### src/rtl/smpm_pkg.sv
// ----------------------------------------------------------------------------
// smpm_pkg
// Shared types and constants for the tick-paced SPI mode-0 master.
// ----------------------------------------------------------------------------
package smpm_pkg;

    localparam int TX_W      = 8;
    localparam int BITCNT_W  = 4;
    localparam int TICK_W    = 7;
    localparam int DUR_W     = 8;

    // Request kinds carried on the input side.
    localparam logic REQ_TICK = 1'b0;
    localparam logic REQ_LOAD = 1'b1;

    localparam logic [DUR_W-1:0] SCK_DURATION_RESET = '0;

    // Register index of the clock duration setting.
    localparam logic REG_SCK_DURATION = 1'b0;

    // One result item.
    typedef struct packed {
        logic [TX_W-1:0] rx_byte;
        logic            byte_done;
        logic            busy_res;
        logic            mosi;
        logic            sck;
    } result_t;

endpackage

### src/rtl/smpm_core.sv
// ----------------------------------------------------------------------------
// smpm_core
// Transfer state and the per-request step: load, half-period count, SCK edge,
// MISO sampling and MOSI update.
// ----------------------------------------------------------------------------
module smpm_core
    import smpm_pkg::*;
(
    input  logic             clk,
    input  logic             rst_n,
    input  logic             step_en,
    input  logic             req_type,
    input  logic [TX_W-1:0]  tx_byte,
    input  logic             miso,
    input  logic [DUR_W-1:0] sck_duration,
    output result_t          result
);

    logic [TX_W-1:0]     shift_reg, shift_next;
    logic [BITCNT_W-1:0] bits_left_reg, bits_left_next;
    logic [TICK_W-1:0]   tick_count_reg, tick_count_next;
    logic                clock_high_reg, clock_high_next;
    logic                active_reg, active_next;
    logic                mosi_reg, mosi_next;

    logic [DUR_W:0]      dur_plus;
    logic [TICK_W-1:0]   half_raw;
    logic [TICK_W-1:0]   half_period;
    logic [TICK_W:0]     tick_inc;
    logic [BITCNT_W-1:0] bits_dec;
    logic                done;
    logic [TX_W-1:0]     rx;

    // half period = (d+1)/4 + (d+1)/16, short values forced to one tick
    assign dur_plus    = {1'b0, sck_duration} + 9'd1;
    assign half_raw    = TICK_W'(dur_plus[DUR_W:2]) + TICK_W'(dur_plus[DUR_W:4]);
    assign half_period = (half_raw < TICK_W'(10)) ? TICK_W'(1) : half_raw;

    assign tick_inc = {1'b0, tick_count_reg} + (TICK_W+1)'(1);
    assign bits_dec = bits_left_reg - BITCNT_W'(1);

    always_comb
    begin
        shift_next      = shift_reg;
        bits_left_next  = bits_left_reg;
        tick_count_next = tick_count_reg;
        clock_high_next = clock_high_reg;
        active_next     = active_reg;
        mosi_next       = mosi_reg;
        done            = 1'b0;
        rx              = '0;
        if (req_type == REQ_LOAD)
        begin
            if (!active_reg)
            begin
                active_next     = 1'b1;
                shift_next      = tx_byte;
                bits_left_next  = BITCNT_W'(TX_W);
                tick_count_next = '0;
                clock_high_next = 1'b0;
                mosi_next       = tx_byte[TX_W-1];
            end
        end
        else if (active_reg)
        begin
            if (tick_inc >= {1'b0, half_period})
            begin
                tick_count_next = '0;
                if (!clock_high_reg)
                begin
                    // rising edge: sample MISO
                    clock_high_next = 1'b1;
                    shift_next      = {shift_reg[TX_W-2:0], miso};
                end
                else
                begin
                    // falling edge: next bit or end of byte
                    clock_high_next = 1'b0;
                    bits_left_next  = bits_dec;
                    if (bits_dec == '0)
                    begin
                        active_next = 1'b0;
                        done        = 1'b1;
                        rx          = shift_reg;
                    end
                    else
                    begin
                        mosi_next = shift_reg[TX_W-1];
                    end
                end
            end
            else
            begin
                tick_count_next = tick_inc[TICK_W-1:0];
            end
        end
    end

    always_ff @(posedge clk or negedge rst_n)
    begin
        if (!rst_n)
        begin
            shift_reg      <= '0;
            bits_left_reg  <= '0;
            tick_count_reg <= '0;
            clock_high_reg <= 1'b0;
            active_reg     <= 1'b0;
            mosi_reg       <= 1'b0;
        end
        else if (step_en)
        begin
            shift_reg      <= shift_next;
            bits_left_reg  <= bits_left_next;
            tick_count_reg <= tick_count_next;
            clock_high_reg <= clock_high_next;
            active_reg     <= active_next;
            mosi_reg       <= mosi_next;
        end
    end

    always_comb
    begin
        result.sck       = clock_high_next;
        result.mosi      = mosi_next;
        result.busy_res  = active_next;
        result.byte_done = done;
        result.rx_byte   = rx;
    end

endmodule

### src/rtl/spi_mode0_tick_paced_master.sv
// ----------------------------------------------------------------------------
// spi_mode0_tick_paced_master
// SPI mode-0 master (SCK idles low, MSB first) paced by tick requests.
//
//  channel   dir  handshake          payload
//  s_axis    in   tvalid/tready      tuser: req_type; tdata: tx_byte, miso
//  m_axis    out  tvalid/tready      tdata: sck, mosi, busy_res, byte_done, rx_byte
//  apb       in   psel/penable       sck_duration at address 0
//
// Each request passes once through the step logic; one request per cycle is
// sustained while the result side accepts. A request is held in the input
// register, then the step updates the transfer state and fills the result
// register. The result register parts the two sides: a new request can enter
// an empty input register while the finished result waits. Reset is
// asynchronous, active low, and clears all control and transfer state.
// ----------------------------------------------------------------------------
module spi_mode0_tick_paced_master
    import smpm_pkg::*;
(
    input  logic        clk,
    input  logic        rst_n,
    // input requests
    input  logic        s_tvalid,
    output logic        s_tready,
    input  logic [15:0] s_tdata,   // [7:0] tx_byte, [8] miso, [15:9] zero
    input  logic        s_tuser,   // [0] req_type
    // results
    output logic        m_tvalid,
    input  logic        m_tready,
    output logic [15:0] m_tdata,   // [0] sck, [1] mosi, [2] busy_res,
                                   // [3] byte_done, [11:4] rx_byte, [15:12] zero
    // configuration
    input  logic        psel,
    input  logic        penable,
    input  logic        pwrite,
    input  logic [2:0]  paddr,
    input  logic [31:0] pwdata,
    output logic [31:0] prdata,
    output logic        pready
);

    logic [DUR_W-1:0] sck_duration_reg;

    logic             in_valid_reg;
    logic             in_req_reg;
    logic [TX_W-1:0]  in_tx_reg;
    logic             in_miso_reg;

    logic             out_valid_reg;
    result_t          out_reg;
    result_t          step_result;

    logic             out_free;
    logic             step_en;
    logic             in_take;
    logic             cfg_wr;

    // ---- configuration port ----
    assign pready = 1'b1;
    assign cfg_wr = psel && penable && pwrite && (paddr[2] == REG_SCK_DURATION);
    assign prdata = (paddr[2] == REG_SCK_DURATION) ? {24'd0, sck_duration_reg} : 32'd0;

    always_ff @(posedge clk or negedge rst_n)
    begin
        if (!rst_n)
            sck_duration_reg <= SCK_DURATION_RESET;
        else if (cfg_wr)
            sck_duration_reg <= pwdata[DUR_W-1:0];
    end

    // ---- flow control ----
    // Advance the held request whenever the result register is empty or drains.
    assign out_free = !out_valid_reg || m_tready;
    assign step_en  = in_valid_reg && out_free;
    assign s_tready = !in_valid_reg || out_free;
    assign in_take  = s_tvalid && s_tready;

    // ---- input register ----
    always_ff @(posedge clk or negedge rst_n)
    begin
        if (!rst_n)
            in_valid_reg <= 1'b0;
        else if (s_tready)
            in_valid_reg <= s_tvalid;
    end

    always_ff @(posedge clk)
    begin
        if (in_take)
        begin
            in_req_reg  <= s_tuser;
            in_tx_reg   <= s_tdata[TX_W-1:0];
            in_miso_reg <= s_tdata[TX_W];
        end
    end

    // ---- step logic and transfer state ----
    smpm_core u_core (
        .clk          (clk),
        .rst_n        (rst_n),
        .step_en      (step_en),
        .req_type     (in_req_reg),
        .tx_byte      (in_tx_reg),
        .miso         (in_miso_reg),
        .sck_duration (sck_duration_reg),
        .result       (step_result)
    );

    // ---- result register ----
    always_ff @(posedge clk or negedge rst_n)
    begin
        if (!rst_n)
            out_valid_reg <= 1'b0;
        else if (out_free)
            out_valid_reg <= in_valid_reg;
    end

    always_ff @(posedge clk)
    begin
        if (step_en)
            out_reg <= step_result;
    end

    assign m_tvalid = out_valid_reg;
    assign m_tdata  = {4'd0, out_reg.rx_byte, out_reg.byte_done, out_reg.busy_res,
                       out_reg.mosi, out_reg.sck};

`ifndef SYNTH
    // Input stalls only behind a held request and a blocked result.
    a_stall_cause: assert property (@(posedge clk) disable iff (!rst_n)
        !s_tready |-> (in_valid_reg && out_valid_reg && !m_tready))
        else $error("input stalled without a blocked result");

    // A completed byte leaves the bus idle with SCK low.
    a_done_idle: assert property (@(posedge clk) disable iff (!rst_n)
        (out_valid_reg && out_reg.byte_done) |-> (!out_reg.busy_res && !out_reg.sck))
        else $error("byte completion while still busy or SCK high");

    // A taken request always yields a result on the next edge that has room.
    a_step_fills: assert property (@(posedge clk) disable iff (!rst_n)
        step_en |=> out_valid_reg)
        else $error("stepped request produced no result");
`endif

endmodule
### config.mk
export PLATFORM = sky130hd
export DESIGN_NAME = spi_mode0_tick_paced_master
export DESIGN_NICKNAME = d
export VERILOG_FILES = /design/src/rtl/smpm_pkg.sv /design/src/rtl/smpm_core.sv /design/src/rtl/spi_mode0_tick_paced_master.sv
export SDC_FILE = /design/constraint.sdc
export NUM_CORES = 1
export LEC_CHECK = 0
export BUFFER_PORTS_ARGS = -buffer_cell sky130_fd_sc_hd__buf_2
export CAP_MARGIN = 20
export CORE_MARGIN = 8
export CORE_UTILIZATION = 55
export CTS_CLUSTER_DIAMETER = 200
export DETAILED_ROUTE_END_ITERATION = 6
export PLACE_DENSITY = 0.86
export SLEW_MARGIN = 30
export SYNTH_ARGS = -nofsm -noshare
export SYNTH_HDL_FRONTEND = slang
export SYNTH_SLANG_ARGS = --single-unit
### constraint.sdc
create_clock -name clk -period 8.8 [get_ports clk]
set_input_delay 1.32 -clock clk [delete_from_list [all_inputs] [get_ports clk]]
set_output_delay 1.32 -clock clk [all_outputs]
set_load 0.03 [all_outputs]
After elaboration in Yosys (flattened, before gate mapping). Index checks and enable logic that the tools add are counted.

Multiply operators: 0. Reduce and logical (&&, ||, !) cells: 18. Bitwise gates (word level): 5. Equal/unequal tests: 2. Add/sub/neg operators: 4. Mux-type cells: 33. Order comparisons: 2. Div/mod/pow operators: 0. Shift-type cells: 0.

Operators by type and width (number): two-way mux 8 bit (6); two-way mux 7 bit (5); two-way mux 4 bit (5); two-way mux 1 bit (17); AND reduction 5 bit (2); adder 8 x 1 -> 9 bit (second input constant) (1); adder 7 x 1 -> 8 bit (second input constant) (1); >= comparator 8 x 7 -> 1 bit (1); adder 7 x 5 -> 7 bit (1); less-than comparator 7 x 4 -> 1 bit (second input constant) (1); nonzero test 2 bit (3); logical AND 1 bit (5); NOT 1 bit (5); OR reduction 5 bit (1); logical NOT 4 bit (1); != test 2 bit (second input constant) (2); OR reduction 4 bit (1); subtractor 4 x 1 -> 4 bit (second input constant) (1); AND reduction 3 bit (1); logical NOT 1 bit (2); logical OR 1 bit (2).

Input bits: 59. Output and inout bits: 51. RAM bits: 0. Logic and storage cells: 81. Latch bits: 0. Memory bits (read-only): 0. Register bits after elaboration: 54. Memories: 0.

Longest topological paths before layout.
Depth after elaboration: 8. Mapped depth: 24. Depth with buffers taken out: 21.

Cells and area by module. Synthesis repeated with hierarchy kept, for this count alone.

Cells, all modules: 323. Area total of the unflattened synthesis: 3387.0 µm².

Modules (own cells, without submodules): smpm_core (instances 1, area each 2028.2 µm², seq. area each 550.5 µm², cells each 237); spi_mode0_tick_paced_master (instances 1, area each 1358.8 µm², seq. area each 910.9 µm², cells each 86).

Worst setup path before layout. Ideal clock, no wire load.

Path type: register to register. Start: register sck_duration_reg[1]. End: register out_reg, in the netlist m_tdata[0], data pin. Setup slack: 3978 ps. Period minus slack after synthesis: 4822 ps. Setup time: 256 ps. Stages on the path, launching flop included: 24. Arrival: 4566 ps. Path buffers: 4. Required time: 8544 ps. Cell sequence: dfrtp_1 -> and4_1 -> buf_4 -> and3_1 -> buf_6 -> xnor2_1 -> ha_1 -> a21oi_1 -> o41ai_1 -> a41oi_1 -> a21oi_1 -> or3_1 -> a311oi_2 -> or2_1 -> ha_1 -> nand2b_1 -> a21o_1 -> a211oi_1 -> o21ai_1 -> buf_2 -> nor2b_1 -> buf_2 -> mux2_2 -> a22o_1.

Longest elaborated chain between the ends: 8.

Ends and longest elaborated chain: start, declared (line spi_mode0_tick_paced_master.sv:42) `logic [DUR_W-1:0] sck_duration_reg;`; start signal, assigned (line spi_mode0_tick_paced_master.sv:68) `sck_duration_reg <= pwdata[DUR_W-1:0];`; adder 8 x 1 -> 9 bit (*) (line smpm_core.sv:35) `assign dur_plus = {1'b0, sck_duration} + 9'd1;`; adder 7 x 5 -> 7 bit (*) (line smpm_core.sv:36) `assign half_raw = TICK_W'(dur_plus[DUR_W:2]) + TICK_W'(dur_plus[DUR_W:4]);`; less-than comparator 7 x 4 -> 1 bit (line smpm_core.sv:37) `assign half_period = (half_raw < TICK_W'(10)) ? TICK_W'(1) : half_raw;`; two-way mux 7 bit (*) (line smpm_core.sv:37); >= comparator 8 x 7 -> 1 bit (*) (line smpm_core.sv:66) `if (tick_inc >= {1'b0, half_period})`; two-way mux 1 bit (*) (line smpm_core.sv:66); two-way mux 1 bit (*) (line smpm_core.sv:64) `else if (active_reg)`; two-way mux 1 bit (*) (line smpm_core.sv:52) `if (req_type == REQ_LOAD)`; via u_core.clock_high_next (line smpm_core.sv:22) `logic clock_high_reg, clock_high_next;`; end signal, assigned (line spi_mode0_tick_paced_master.sv:121) `out_reg <= step_result;`; end, declared (line spi_mode0_tick_paced_master.sv:50) `result_t out_reg;`.

Mark *: on every way through the listed nets, which the timed path passes. The rest lies on a longest branch. A chain may end at the register's enable or synchronous reset.

Worst setup path after layout. Ends and elaborated chain as after synthesis.

==> results.cfg <==
[routing]
drc = 0
drt.antenna.violating_nets = 0
first_pass_iters = 4
routed_via_density = 5.60
first_iter_violations = 156
wire_per_inst_um = 15.4
wl_um = 6890
vias = 2511

[cts]
cts_buffers = 5
clk_path_buf_depth = 2
clkTransAtPathRegs_ns = 0.10
cts_tree = yes
post_cts_buffers = 0
htreeDepth = 2
ctsResizeCount = 0
root_buffer = clkbuf_8
cts_hold_buffers = 0
cts.sinks = 54
clk_latency_ns = 0.31

[yosys]
synth.distinct_cells = 54
yosys_warnings = 0
yosysTopAreaCell = dfrtp_1
ys_seq_elements = 54
seq_area_frac_synth = 0.439
syn_area_um2 = 3330
synthFlopType = dfrtp_1
syn_avg_cell_area_um2 = 9.98
async_flop_share = 0.593
synthCells = 334
synth-edff-count = 22
synth.area.top_cells = dfrtp_1 24%, edfxtp_1 20%, buf_4 7.0%
synth_top_area_frac = 0.240

[timing]
worst_pin_slew_ns = 0.775
hold_viol = 0
finalSetupViolCount = 0
finalWorstSetupSlack_ns = 3.33
finalCritPeriodShare = 0.621
rsz0062_at_grt = false
fin_setup_tns_ns = 0
slew_viol_final = 0
max_freq_mhz = 183
period_needed_ns = 5.47
relSlewSlack = 0.483
fin_worst_skew_ns = 0.00884

[die]
num_io_pins = 110
core_area_um2 = 5890
start_util = 0.566
dieArea_um2 = 8810
die_w_um = 93.8
die-height_um = 93.8
row_count = 28

[place]
gp_congestion = 0.809
dp_slack_ns = 3.45
port_buffers = 47
placed_area_um2 = 3470
place_hpwl_um = 5240

[global_route]
grt_pass1_wl_um = 11300
grt_max_degree = 33
grt-ovfl-total = 0
antenna_found_initial = 0
grt_usage = 0.155
grt_pass1_vias = 2474

[critical_path]
crit_arrival_ns = 5.54
crit_required_ns = 8.87
critPathCaptureType = flip-flop
timing.rr.start = sck_duration_reg[1]
crit_fanout = 11
crit_start = sck_duration_reg[1]
crit_type = reg2reg
crit_path_start_kind = flip-flop

[final_layout]
post-route-util = 0.609
area.growth.synth_to_final_pct = 7.62
n_antenna_cell = 0
drive_gt1_frac = 0.182
final_common_cell = buf_2
nFillCells = 483
nNetsFinal = 446
largest_reg_flops = 12
fin_area_um2 = 3590
final_cell_mix = 47 x buf_2, 32 x dfrtp_1, 29 x conb_1, 24 x nand2_1, 22 x edfxtp_1

[outcome]
status = completed

[min_path]
worstHoldStart = u_core.bits_left_reg[0]
hold_class = reg2reg

[power_and_ir_drop]
p_leak_nw = 1.60
peakVddDrop_mv = 0.163
p_per_area_nw_per_um2 = 253

[run]
maxCapViolCount = 0
[critical path, cell delays in order (launching register included)]
cell and delay [ns]:
dfrtp_1 0.45, and4_1 0.36, and3_1 0.34, xnor2_1 0.22
ha_1 0.31, a21oi_1 0.16, o41ai_1 0.09, a41oi_1 0.28
a21oi_1 0.14, or3_1 0.35, a311oi_2 0.33, or2_1 0.15
ha_1 0.22, nand2b_1 0.14, a21o_1 0.17, a211oi_1 0.38
o21ai_1 0.30, nor2b_1 0.33, mux2_2 0.31, a22o_1 0.19
[cell type report]
type	instances	area, um2	share of cell area
Multi-Input combinational cell	252	1640	0.457
Clock buffer	5	68.8	0.0192
Clock inverter	3	42.5	0.0119
Inverter	12	45.0	0.0126
Sequential cell	54	1460	0.408
Tap cell	75	93.8	0.0262
Timing Repair Buffer	47	235	0.0656
[synth_stat cells (2+ instances only)]
cell,count
a31oi_1,2
a22o_1,8
and4_1,2
a311oi_2,2
a21oi_1,9
xnor2_1,9
nand3_1,9
nor2_1,17
buf_2,2
conb_1,2
nand4_1,3
clkbuf_1,9
o2111ai_1,2
or2_1,3
nand2_1,24
a211oi_1,5
nor2b_1,10
buf_4,31
mux2_2,9
nand2b_1,8
edfxtp_1,22
o21ai_0,11
xor2_1,4
dfrtp_1,32
mux2i_1,3
and3_1,6
nor3_1,18
nand3b_1,3
o22ai_1,9
ha_1,14
and2_1,11
a21o_1,3
inv_1,11
[final timing paths]
| kind | depth (start not counted) | to | slack, ns |
|---|---|---|---|
| setup reg to reg | 19 | m_tdata[0] | 3.33 |
| min in group asynchronous | 1 | u_core.active_reg | 1.07 |
| hold reg to reg | 1 | u_core.bits_left_reg[0] | 0.54 |
| max in group asynchronous | 1 | u_core.shift_reg[7] | 7.25 |
| setup / recovery | 19 | m_tdata[0] | 3.33 |
| hold / removal | 1 | u_core.bits_left_reg[0] | 0.54 |
[logic make-up after synthesis]
group                    count (synthesis)  share of synthesized area
other                                    2                    0.00225
multiplexers                            12                     0.0394
AO/OA/AOI/OAI                           65                      0.140
buffers and inverters                   55                     0.0999
AND/OR/NAND/NOR                        118                      0.187
XOR/XNOR                                13                     0.0342
flip-flops                              54                      0.439
adder cells (fa/ha/maj)                 15                     0.0586
[layer usage]
layer	global-route usage	vias to the layer above	share of wire
li1	-	1228	-
met1	0.183	1189	0.42
met2	0.272	89	0.49
met3	0.0464	5	0.078
met4	0.0317	0	0.0077
met5	0	-	0
[metrics by stage]
step	power (mW)	instances	hold slack, ns
finish	0.907	448	0.542
global route	0.970	448	0.581
CTS	0.909	448	0.545
detailed placement	0.744	440	0.531
global placement	0.722	440	0.498
floorplan	0.665	361	0.471
[where the power goes]
part	leakage, nW	internal (mW)	switching (mW)
Combinational	0.937	0.159	0.219
Sequential	0.604	0.309	0.0562
Clock	0.0562	0.0849	0.0792
Total	1.60	0.552	0.355
Note: power is estimated with default switching activity, not from simulation.
